### src/rtl/core/bly_pkg.sv
// Shared types and constants for the busy-loop yield detector.
`default_nettype none

package bly_pkg;

    // Event codes carried on the kind field
    typedef enum logic [2:0] {
        KIND_FRAME  = 3'd0,
        KIND_MISS   = 3'd1,
        KIND_HIT    = 3'd2,
        KIND_TIMER  = 3'd3,
        KIND_AUDIO  = 3'd4,
        KIND_STATUS = 3'd5,
        KIND_UPDATE = 3'd6
    } kind_t;

    // Configuration register indexes
    localparam int CFG_INDEX_W = 1;
    typedef enum logic [CFG_INDEX_W-1:0] {
        CFG_TIMER_LIMIT  = 1'b0,
        CFG_STATUS_LIMIT = 1'b1
    } cfg_index_t;

    localparam int KIND_W  = 3;
    localparam int CMD_W   = 32;
    localparam int FRAME_W = 32;
    localparam int CNT_W   = 8;

    localparam logic [CNT_W-1:0] TIMER_LIMIT_RST  = 8'd10;
    localparam logic [CNT_W-1:0] STATUS_LIMIT_RST = 8'd1;
    localparam logic [CNT_W-1:0] CNT_MAX          = 8'd255;

endpackage

`default_nettype wire

### src/rtl/core/busy_loop_yield_detector.sv
// Top level of the busy-loop yield detector: event decode, tracking state and result register.
//
// The block takes one event per transaction and returns one transaction carrying the
// yield-request flag as it stands after that event. The tracking registers and the result
// register are both loaded at the accepting edge, so the result appears on the output the
// cycle after acceptance and a new event can be accepted every cycle. The only limit on
// rate is the single result register: the input stalls only while a result is held
// there and the output is stalled. The configuration port is always ready and should be
// written only while the block is idle.
`default_nettype none

module busy_loop_yield_detector
    import bly_pkg::*;
(
    input  wire logic                   clk,
    input  wire logic                   rst_n,

    input  wire logic                   in_valid,
    output logic                        in_stall,
    input  wire logic [KIND_W-1:0]      kind,
    input  wire logic [CMD_W-1:0]       cmd_count,

    output logic                        out_valid,
    input  wire logic                   out_stall,
    output logic                        yield_requested,

    input  wire logic                   cfg_valid,
    output logic                        cfg_ready,
    input  wire logic [CFG_INDEX_W-1:0] cfg_index,
    input  wire logic [CNT_W-1:0]       cfg_data
);

    logic               accept;

    logic [CNT_W-1:0]   timer_limit_reg;
    logic [CNT_W-1:0]   status_limit_reg;

    logic [FRAME_W-1:0] frame_number_reg, frame_number_next;
    logic               yield_flag_reg, yield_flag_next;
    logic [CMD_W-1:0]   hit_cmd_reg, hit_cmd_next;
    logic               hit_valid_reg, hit_valid_next;
    logic [FRAME_W-1:0] timer_frame_reg, timer_frame_next;
    logic               timer_frame_valid_reg, timer_frame_valid_next;
    logic [CNT_W-1:0]   timer_checks_reg, timer_checks_next;
    logic [FRAME_W-1:0] audio_frame_reg, audio_frame_next;
    logic               audio_frame_valid_reg, audio_frame_valid_next;
    logic [CNT_W-1:0]   status_checks_reg, status_checks_next;
    logic [CNT_W-1:0]   timer_inc;
    logic [CNT_W-1:0]   status_inc;

    logic               out_valid_reg, out_valid_next;
    logic               out_yield_reg, out_yield_next;

    // Handshakes
    assign in_stall  = out_valid_reg && out_stall;
    assign accept    = in_valid && !in_stall;
    assign cfg_ready = 1'b1;

    // Configuration registers
    always_ff @(posedge clk or negedge rst_n)
    begin
        if (!rst_n)
        begin
            timer_limit_reg  <= TIMER_LIMIT_RST;
            status_limit_reg <= STATUS_LIMIT_RST;
        end
        else if (cfg_valid && cfg_ready)
        begin
            unique case (cfg_index_t'(cfg_index))
                CFG_TIMER_LIMIT:  timer_limit_reg  <= cfg_data;
                CFG_STATUS_LIMIT: status_limit_reg <= cfg_data;
                default:          ;
            endcase
        end
    end

    // Saturating counter increments
    assign timer_inc  = (timer_checks_reg == CNT_MAX) ? CNT_MAX : timer_checks_reg + 1'b1;
    assign status_inc = (status_checks_reg == CNT_MAX) ? CNT_MAX : status_checks_reg + 1'b1;

    // Decode the event and update tracking state
    always_comb
    begin
        frame_number_next      = frame_number_reg;
        yield_flag_next        = yield_flag_reg;
        hit_cmd_next           = hit_cmd_reg;
        hit_valid_next         = hit_valid_reg;
        timer_frame_next       = timer_frame_reg;
        timer_frame_valid_next = timer_frame_valid_reg;
        timer_checks_next      = timer_checks_reg;
        audio_frame_next       = audio_frame_reg;
        audio_frame_valid_next = audio_frame_valid_reg;
        status_checks_next     = status_checks_reg;

        unique case (kind_t'(kind))
            KIND_FRAME:
            begin
                frame_number_next = frame_number_reg + 1'b1;
                yield_flag_next   = 1'b0;
            end
            KIND_MISS:
            begin
                if (!hit_valid_reg || cmd_count != hit_cmd_reg)
                    yield_flag_next = 1'b1;
            end
            KIND_HIT:
            begin
                hit_cmd_next   = cmd_count;
                hit_valid_next = 1'b1;
            end
            KIND_TIMER:
            begin
                if (timer_frame_valid_reg && timer_frame_reg == frame_number_reg)
                begin
                    timer_checks_next = timer_inc;
                    if (timer_inc >= timer_limit_reg)
                        yield_flag_next = 1'b1;
                end
                else
                begin
                    timer_frame_next       = frame_number_reg;
                    timer_frame_valid_next = 1'b1;
                    timer_checks_next      = '0;
                end
            end
            KIND_AUDIO:
            begin
                if (audio_frame_valid_reg && audio_frame_reg == frame_number_reg)
                    yield_flag_next = 1'b1;
                audio_frame_next       = frame_number_reg;
                audio_frame_valid_next = 1'b1;
            end
            KIND_STATUS:
            begin
                if (status_inc > status_limit_reg)
                begin
                    status_checks_next = '0;
                    yield_flag_next    = 1'b1;
                end
                else
                begin
                    status_checks_next = status_inc;
                end
            end
            KIND_UPDATE:
            begin
                status_checks_next = '0;
            end
            default:
            begin
                // Unused code: hold all state
            end
        endcase
    end

    // Tracking state advances on each accepted transaction
    always_ff @(posedge clk or negedge rst_n)
    begin
        if (!rst_n)
        begin
            frame_number_reg      <= '0;
            yield_flag_reg        <= 1'b0;
            hit_cmd_reg           <= '0;
            hit_valid_reg         <= 1'b0;
            timer_frame_reg       <= '0;
            timer_frame_valid_reg <= 1'b0;
            timer_checks_reg      <= '0;
            audio_frame_reg       <= '0;
            audio_frame_valid_reg <= 1'b0;
            status_checks_reg     <= '0;
        end
        else if (accept)
        begin
            frame_number_reg      <= frame_number_next;
            yield_flag_reg        <= yield_flag_next;
            hit_cmd_reg           <= hit_cmd_next;
            hit_valid_reg         <= hit_valid_next;
            timer_frame_reg       <= timer_frame_next;
            timer_frame_valid_reg <= timer_frame_valid_next;
            timer_checks_reg      <= timer_checks_next;
            audio_frame_reg       <= audio_frame_next;
            audio_frame_valid_reg <= audio_frame_valid_next;
            status_checks_reg     <= status_checks_next;
        end
    end

    // Result register: load on accept, drop once taken, hold while stalled
    always_comb
    begin
        out_valid_next = out_valid_reg;
        out_yield_next = out_yield_reg;
        if (accept)
        begin
            out_valid_next = 1'b1;
            out_yield_next = yield_flag_next;
        end
        else if (!out_stall)
        begin
            out_valid_next = 1'b0;
        end
    end

    always_ff @(posedge clk or negedge rst_n)
    begin
        if (!rst_n)
            out_valid_reg <= 1'b0;
        else
            out_valid_reg <= out_valid_next;
    end

    always_ff @(posedge clk)
    begin
        out_yield_reg <= out_yield_next;
    end

    assign out_valid       = out_valid_reg;
    assign yield_requested = out_yield_reg;

    // Checks
    a_accept_gives_result: assert property (@(posedge clk) disable iff (!rst_n)
        accept |=> out_valid)
        else $error("accepted event produced no result");

    a_frame_clears_flag: assert property (@(posedge clk) disable iff (!rst_n)
        accept && kind == KIND_FRAME |=> !yield_requested)
        else $error("new frame did not clear the yield flag");

    a_miss_without_hit: assert property (@(posedge clk) disable iff (!rst_n)
        accept && kind == KIND_MISS && !hit_valid_reg |=> yield_requested)
        else $error("input miss before any hit did not set the yield flag");

    a_result_matches_flag: assert property (@(posedge clk) disable iff (!rst_n)
        accept |=> yield_requested == yield_flag_reg)
        else $error("result differs from the tracked yield flag");

endmodule

`default_nettype wire
### config.mk
export PLATFORM = sky130hd
export DESIGN_NAME = busy_loop_yield_detector
export DESIGN_NICKNAME = d
export VERILOG_FILES = /design/src/rtl/core/bly_pkg.sv /design/src/rtl/core/busy_loop_yield_detector.sv
export SDC_FILE = /design/constraint.sdc
export NUM_CORES = 1
export LEC_CHECK = 0
export ABC_AREA = 0
export BUFFER_PORTS_ARGS = -buffer_cell sky130_fd_sc_hd__buf_2
export CAP_MARGIN = 5
export CORE_UTILIZATION = 60
export CTS_BUF_LIST = sky130_fd_sc_hd__clkbuf_2
export CTS_CLUSTER_SIZE = 20
export DETAILED_ROUTE_END_ITERATION = 6
export GPL_TIMING_DRIVEN = 0
export PLACE_DENSITY = 0.79
export REMOVE_ABC_BUFFERS = 1
export SYNTH_ARGS = -nofsm -noshare
export SYNTH_HDL_FRONTEND = slang
export SYNTH_SLANG_ARGS = --single-unit
### constraint.sdc
create_clock -name clk -period 8.3 [get_ports clk]
set_clock_uncertainty 0.05 [all_clocks]
set_input_delay 0.415 -clock clk [delete_from_list [all_inputs] [get_ports clk]]
set_output_delay 0.415 -clock clk [all_outputs]
set_load 0.005 [all_outputs]
==> impl_metrics.json, run 1 <==
{
  "grt_first_pass_wirelength_mm": 27.5,
  "drv_slew": 0,
  "crit_required_ns": 8.73,
  "first_iter_violations": 386,
  "cpMaxStageDelayCell": "dfrtp_1",
  "fillers": 968,
  "multiInputGateArea_um2": 4140,
  "num_vias": 5558,
  "pwr-share-clk_pct": 25.4,
  "diodes": 0,
  "p_leak_nw": 4.62,
  "postSynthAreaPerCell_um2": 11.7,
  "drc": 0,
  "path_class": "register to register",
  "vdd_drop_max_v": 0.0000926,
  "drt_wl_total_mm": 16.5,
  "yosys_most_used_dff": "dfrtp_1",
  "power_density_nw_per_um2": 184,
  "status": "complete, no violations",
  "setup_viol": 0,
  "p_switching_uw": 522,
  "clock_latency_ns": 0.72,
  "cts.sinks": 166,
  "numCtsBuffers": 17,
  "die_height_um": 122,
  "yosys.area.top_type": "dfrtp_1",
  "post_layout_nonfiller_instances": 1007,
  "crit_fanout": 10,
  "num_rows": 43,
  "root_buffer": "clkbuf_2",
  "cp_top_family": "simple AND/OR/NAND/NOR gates",
  "yosysTopAreaCellShare_pct": 46.8,
  "synth_cell_types": 58,
  "hold_viol": 0,
  "p_int_mw": 1.25,
  "max_slew_margin_pct": 43.3,
  "htree_levels": 4,
  "rsz0062_at_grt": "false",
  "drv_cap": 0,
  "portBuffers": 51,
  "grt_overflow": 0,
  "final_common_cell": "dfrtp_1",
  "area_growth_pct": 11.3,
  "power_frac_comb_pct": 20.1,
  "synth_area_um2": 8670,
  "core_area_um2": 14000,
  "finalCritPeriodShare_pct": 41.6,
  "antenna_found_initial": 0,
  "dp_hpwl_mm": 11.1,
  "most-common-layout-cells": "162 x dfrtp_1, 84 x xnor2_1, 75 x mux2_2",
  "crit_path_max_incr_delay_ns": 0.43,
  "start_util_pct": 62.0,
  "finalPower_mw": 1.77,
  "yosysSeqAreaShare_pct": 48.0,
  "grt_max_degree": 93,
  "routed_via_density": 5.52,
  "worstPathCellList": "ha_1 -> and3_1 -> and3_1 -> nand3_1 -> nand2b_1 -> ha_1 -> nor2b_1 -> o211ai_1 -> a21oi_1 -> o22ai_1 -> a211oi_1 -> nor3_1 -> a21oi_1",
  "swShare_pct": 29.4,
  "cts.path.max_buffers": 2,
  "pwr-share-seq_pct": 54.5,
  "synthArstFlopShare_pct": 99.4,
  "ys_warn_count": 0,
  "worstSetupEndpointType": "register",
  "clk_pin_slew_worst_paths_ns": 0.22,
  "synth-edff-count": 1,
  "grt_pass1_vias": 5815,
  "nNetsFinal": 883,
  "wl_per_cell_um": 16.4,
  "finalWeightedCongestion": 0.823,
  "yosys-top-cells-area": "dfrtp_1 47%, mux2_2 9.7%, xnor2_1 8.5%, xor2_1 5.3%, mux2_4 5.2%",
  "place_inst": 932,
  "cts_tree": "yes",
  "drive_gt1_share_pct": 24.7,
  "critPathLaunchType": "register",
  "worst_pin_slew_ns": 0.850,
  "ant_nets": 0,
  "ios": 53,
  "dr.pass1.iters": 4,
  "netlist_instances": 742,
  "die_area_um2": 14900,
  "track_usage_pct": 23.7,
  "arrival_ns": 3.88,
  "fmax_ghz": 0.290,
  "critical_path_buf_inv_count": 0,
  "dieWidth_um": 122,
  "fin_crit_ns": 3.45,
  "ys_ff_latch": 166,
  "seqCellArea_um2": 4160,
  "post_cts.repair.setup_buffers": 0,
  "hold_class": "input pin to register",
  "tns_ns": 0
}
[power groups by stage]
stage               combinational, mW  clock, mW  sequential [mW]
floorplan                       0.252          0            0.961
global placement                0.316          0            0.972
detailed placement              0.338          0            0.980
CTS                             0.356      0.459            0.965
global route                    0.396      0.487            0.979
finish                          0.356      0.451            0.966
[routing by layer]
metal	global-route usage, %	routed length, um	vias up
met1	30.3	7430	2757
met3	4.60	541	23
met5	0	0	-
met2	40.7	8250	104
li1	-	-	2674
met4	7.70	275	0
[Yosys cell counts (all sizes together) (18+ instances only)]
library cell and n:
clkbuf 20, mux2 107, o21ai 23, dfrtp 162, buf 26, xor2 52
nor2 27, nand4 22, nand2 47, ha 19, inv 25, nand3 18
a21oi 18, xnor2 84
[worst reg2reg max path: stages (launching register included)]
cell and delay (ns):
dfrtp_1 0.43, ha_1 0.24, and3_1 0.26, and3_1 0.25, nand3_1 0.29, nand2b_1 0.21, ha_1 0.26, nor2b_1 0.14
o211ai_1 0.21, a21oi_1 0.12, o22ai_1 0.23, a211oi_1 0.12, nor3_1 0.31, a21oi_1 0.11
[area by class of cell]
type	instances	share of cell area, %
inverters	25	0.973
clock inverters	13	1.62
repair buffers	100	8.03
multi-input cells	505	43.0
flip-flops and latches	166	43.2
clock buffers	18	0.934
well taps	180	2.33
[path summary, 6_finish.rpt]
check,startpoint,endpoint,slack [ns],cells past startpoint
hold reg to reg,hit_valid_reg,hit_valid_reg,0.46,1
setup / recovery,status_checks_reg[0],yield_requested,4.85,13
min in group asynchronous,rst_n,hit_cmd_reg[23],0.25,2
hold / removal,cfg_index,timer_limit_reg[1],0.08,4
setup reg to reg,status_checks_reg[0],yield_requested,4.85,13
max in group asynchronous,rst_n,frame_number_reg[8],7.08,3
[metrics by stage]
step           hold slack [ns]  utilization [%]  instance area, um^2  worst slack (ns)
3_5_place_dp             0.401             64.1                 8960              4.93
6_report                0.0757             69.0                 9650              4.85
4_1_cts                0.00708             69.0                 9650              4.90
3_3_place_gp             0.396             63.4                 8860              4.06
5_1_grt                 0.0774             69.0                 9650              4.58
2_1_floorplan           0.0694                -                 8380              5.16
[repair_timing]
action                                 4_1_cts  5_1_grt
endpoints found under the hold margin      137        0
resized for setup                            0        0
hold buffers                                44        0
[cell families after synthesis]
group	share of synthesized area, %
xor+xnor	13.7
compound gates	4.57
flops	48.0
mux	15.2
simple gates	11.3
other cells	0.0432
fa+ha+maj	2.74
buf+inv	4.40
No activity file was read; power rests on OpenSTA's default activity.
==> run 2, diff against run 1 <==
--- a/config.mk
+++ b/config.mk
@@ -8,12 +8,12 @@
 export ABC_AREA = 0
 export BUFFER_PORTS_ARGS = -buffer_cell sky130_fd_sc_hd__buf_2
 export CAP_MARGIN = 5
-export CORE_UTILIZATION = 60
+export CORE_UTILIZATION = 57
 export CTS_BUF_LIST = sky130_fd_sc_hd__clkbuf_2
 export CTS_CLUSTER_SIZE = 20
 export DETAILED_ROUTE_END_ITERATION = 6
 export GPL_TIMING_DRIVEN = 0
-export PLACE_DENSITY = 0.79
+export PLACE_DENSITY = 0.78
 export REMOVE_ABC_BUFFERS = 1
 export SYNTH_ARGS = -nofsm -noshare
 export SYNTH_HDL_FRONTEND = slang
==> constraint.sdc (replaced) <==
create_clock -name clk -period 3 [get_ports clk]
set_clock_uncertainty 0.05 [all_clocks]
set_input_delay 0.15 -clock clk [delete_from_list [all_inputs] [get_ports clk]]
set_output_delay 0.15 -clock clk [all_outputs]
set_load 0.005 [all_outputs]
==> run 2 against run 1 <==
The flow now finishes with violations (DRC, setup timing). Die area rose by 5.2%. Highest routed layer unchanged. First-iteration DRC count is 66% higher. Non-clock buffer count grew 56. Worst hold slack gained 0.032 ns. Total power grew to 3.1 times the previous value. Worst setup slack got worse by 5.1 ns.
==> impl_metrics.json, run 2 (synthesis results as in run 1) <==
{
  "status": "finished with violations",
  "violations": "DRC, setup timing",
  "ant_nets": 0,
  "multiInputGateArea_um2": 4330,
  "cts_tree": "yes",
  "drv_slew": 0,
  "crit_fanout": 5,
  "path_class": "register to register",
  "cts.path.max_buffers": 2,
  "fin_crit_ns": 3.25,
  "hold_viol": 0,
  "vdd_drop_max_v": 0.000248,
  "cpMaxStageDelayCell": "dfrtp_1",
  "setup_viol": 9,
  "fillers": 876,
  "numCtsBuffers": 17,
  "critical_path_buf_inv_count": 0,
  "worstSetupEndpointType": "register",
  "pwr-share-seq_pct": 49.3,
  "hold_class": "input pin to register",
  "rsz0062_at_grt": "true",
  "drive_gt1_share_pct": 29.5,
  "place_area_um2": 8950,
  "grt_max_degree": 77,
  "p_int_mw": 3.79,
  "finalWeightedCongestion": 0.812,
  "final_common_cell": "dfrtp_1",
  "clk_pin_slew_worst_paths_ns": 0.29,
  "grt_first_pass_wirelength_mm": 31.5,
  "start_util_pct": 59.0,
  "track_usage_pct": 25.7,
  "drt_wl_total_mm": 22.6,
  "portBuffers": 51,
  "cts.sinks": 166,
  "holdWs_ns": 0.107,
  "dr.pass1.iters": 7,
  "ios": 53,
  "critPathLaunchType": "register",
  "place_inst": 935,
  "wl_per_cell_um": 21.1,
  "num_rows": 44,
  "crit_required_ns": 3.71,
  "dieWidth_um": 125,
  "drc": 9,
  "most-common-layout-cells": "162 x dfrtp_1, 84 x xnor2_1, 81 x dlygate4sd3_1",
  "first_iter_violations": 642,
  "swShare_pct": 30.9,
  "num_vias": 6478,
  "stdcell_area_um2": 10400,
  "htree_levels": 4,
  "dp_hpwl_mm": 11.2,
  "core_area_um2": 14700,
  "p_leak_nw": 4.90,
  "finalCritPeriodShare_pct": 108,
  "power_frac_comb_pct": 23.2,
  "fmax_ghz": 0.307,
  "die_area_um2": 15700,
  "worstPathCellList": "and3_4 -> and3_4 -> and3_4 -> nor2_4 -> a21oi_2 -> ha_1 -> a21oi_1 -> o21ai_2 -> o21ai_1 -> or3b_4 -> nor2_2 -> o21ai_1 -> o21ai_1",
  "clock_latency_ns": 0.79,
  "setup_slack_ns": -0.255,
  "cp_top_family": "simple AND/OR/NAND/NOR gates",
  "nNetsFinal": 941,
  "p_switching_mw": 1.69,
  "drv_cap": 0,
  "crit_path_max_incr_delay_ns": 0.53,
  "grt_pass1_vias": 6439,
  "diodes": 0,
  "die_height_um": 125,
  "power_density_nw_per_um2": 525,
  "area_growth_pct": 20.4,
  "seqCellArea_um2": 4160,
  "antenna_found_initial": 0,
  "root_buffer": "clkbuf_2",
  "post_layout_nonfiller_instances": 1070,
  "pwr-share-clk_pct": 27.5,
  "max_slew_margin_pct": 33.5,
  "arrival_ns": 3.96,
  "worst_pin_slew_ns": 0.996,
  "routed_via_density": 6.05,
  "grt_overflow": 0
}
run 2: cell types whose count changed in the layout (fill, tap and decap cells not counted), moves of 3 or more:
cell / previous run / this run
dlygate4sd3_1: 44 / 81
buf_4: 0 / 17
and3_1: 14 / 7
and3_4: 0 / 6
nor2_1: 26 / 20
nor2_2: 1 / 5
ha_1: 19 / 16
o21ai_0: 14 / 11
run 2: power groups by stage:
stage	Combinational (mW)	Sequential, mW	Clock [mW]
final	1.27	2.70	1.51
after global routing	1.35	2.73	1.61
after CTS	1.12	2.67	1.49
after detailed placement	0.936	2.71	0
after global placement	0.878	2.69	0
after floorplan	0.698	2.66	0
run 2: worst reg2reg max path: cells and delay by family, from the launching register on:
| kind | cells | cell delay, ns |
|---|---|---|
| adders and majority gates | 1 | 0.30 |
| and+or+nand+nor | 6 | 1.38 |
| AOI/OAI and AO/OA | 6 | 0.95 |
| DFF | 1 | 0.53 |
run 2: area by class of cell:
class | instances | share of cell area, %
Multi-Input combinational cell | 507 | 41.5
Clock inverter | 15 | 2.16
Timing Repair Buffer | 156 | 12.6
Sequential cell | 166 | 39.9
Clock buffer | 17 | 0.815
Tap cell | 184 | 2.21
Inverter | 25 | 0.899
run 2: path summary, 6_finish.rpt:
check	startpoint	to	slack [ns]	cells past startpoint
worst min register to register	audio_frame_valid_reg	audio_frame_valid_reg	0.44	1
min in group asynchronous	rst_n	status_checks_reg[5]	0.41	3
worst max-delay path	status_checks_reg[2]	status_checks_reg[5]	-0.25	13
worst min-delay path	cmd_count[1]	hit_cmd_reg[1]	0.11	3
max in group asynchronous	rst_n	timer_frame_reg[14]	1.68	4
worst max register to register	status_checks_reg[2]	status_checks_reg[5]	-0.25	13
run 2: timing repair:
item / 4_1_cts / 5_1_grt
resized for setup: 6 / 41
endpoints found under the hold margin: 184 / 0
pin swaps: 3 / 16
cloned: 0 / 2
buffers inserted: 5 / 14
hold buffers: 82 / 0
setup endpoints to repair: 10 / 22
run 2: per-layer routing:
metal | part of all wire [%] | vias up | global-route usage [%]
met1 | 39 | 3195 | 30.9
met3 | 6.7 | 115 | 4.84
met4 | 5.3 | 0 | 11.6
met5 | 0 | - | 0
li1 | - | 2799 | -
met2 | 49 | 369 | 45.0
run 2: per-stage QoR:
stage | setup WS (ns) | utilization (%) | TNS (ns) | total power [mW]
floorplan | -0.101 | - | -5.31 | 3.36
global placement | -1.03 | 60.3 | -151.86 | 3.57
detailed placement | -0.299 | 60.9 | -1.92 | 3.65
CTS | 0.00292 | 69.1 | 0 | 5.27
global route | -0.318 | 71.0 | -1.89 | 5.69
finish | -0.255 | 71.0 | -1.32 | 5.48
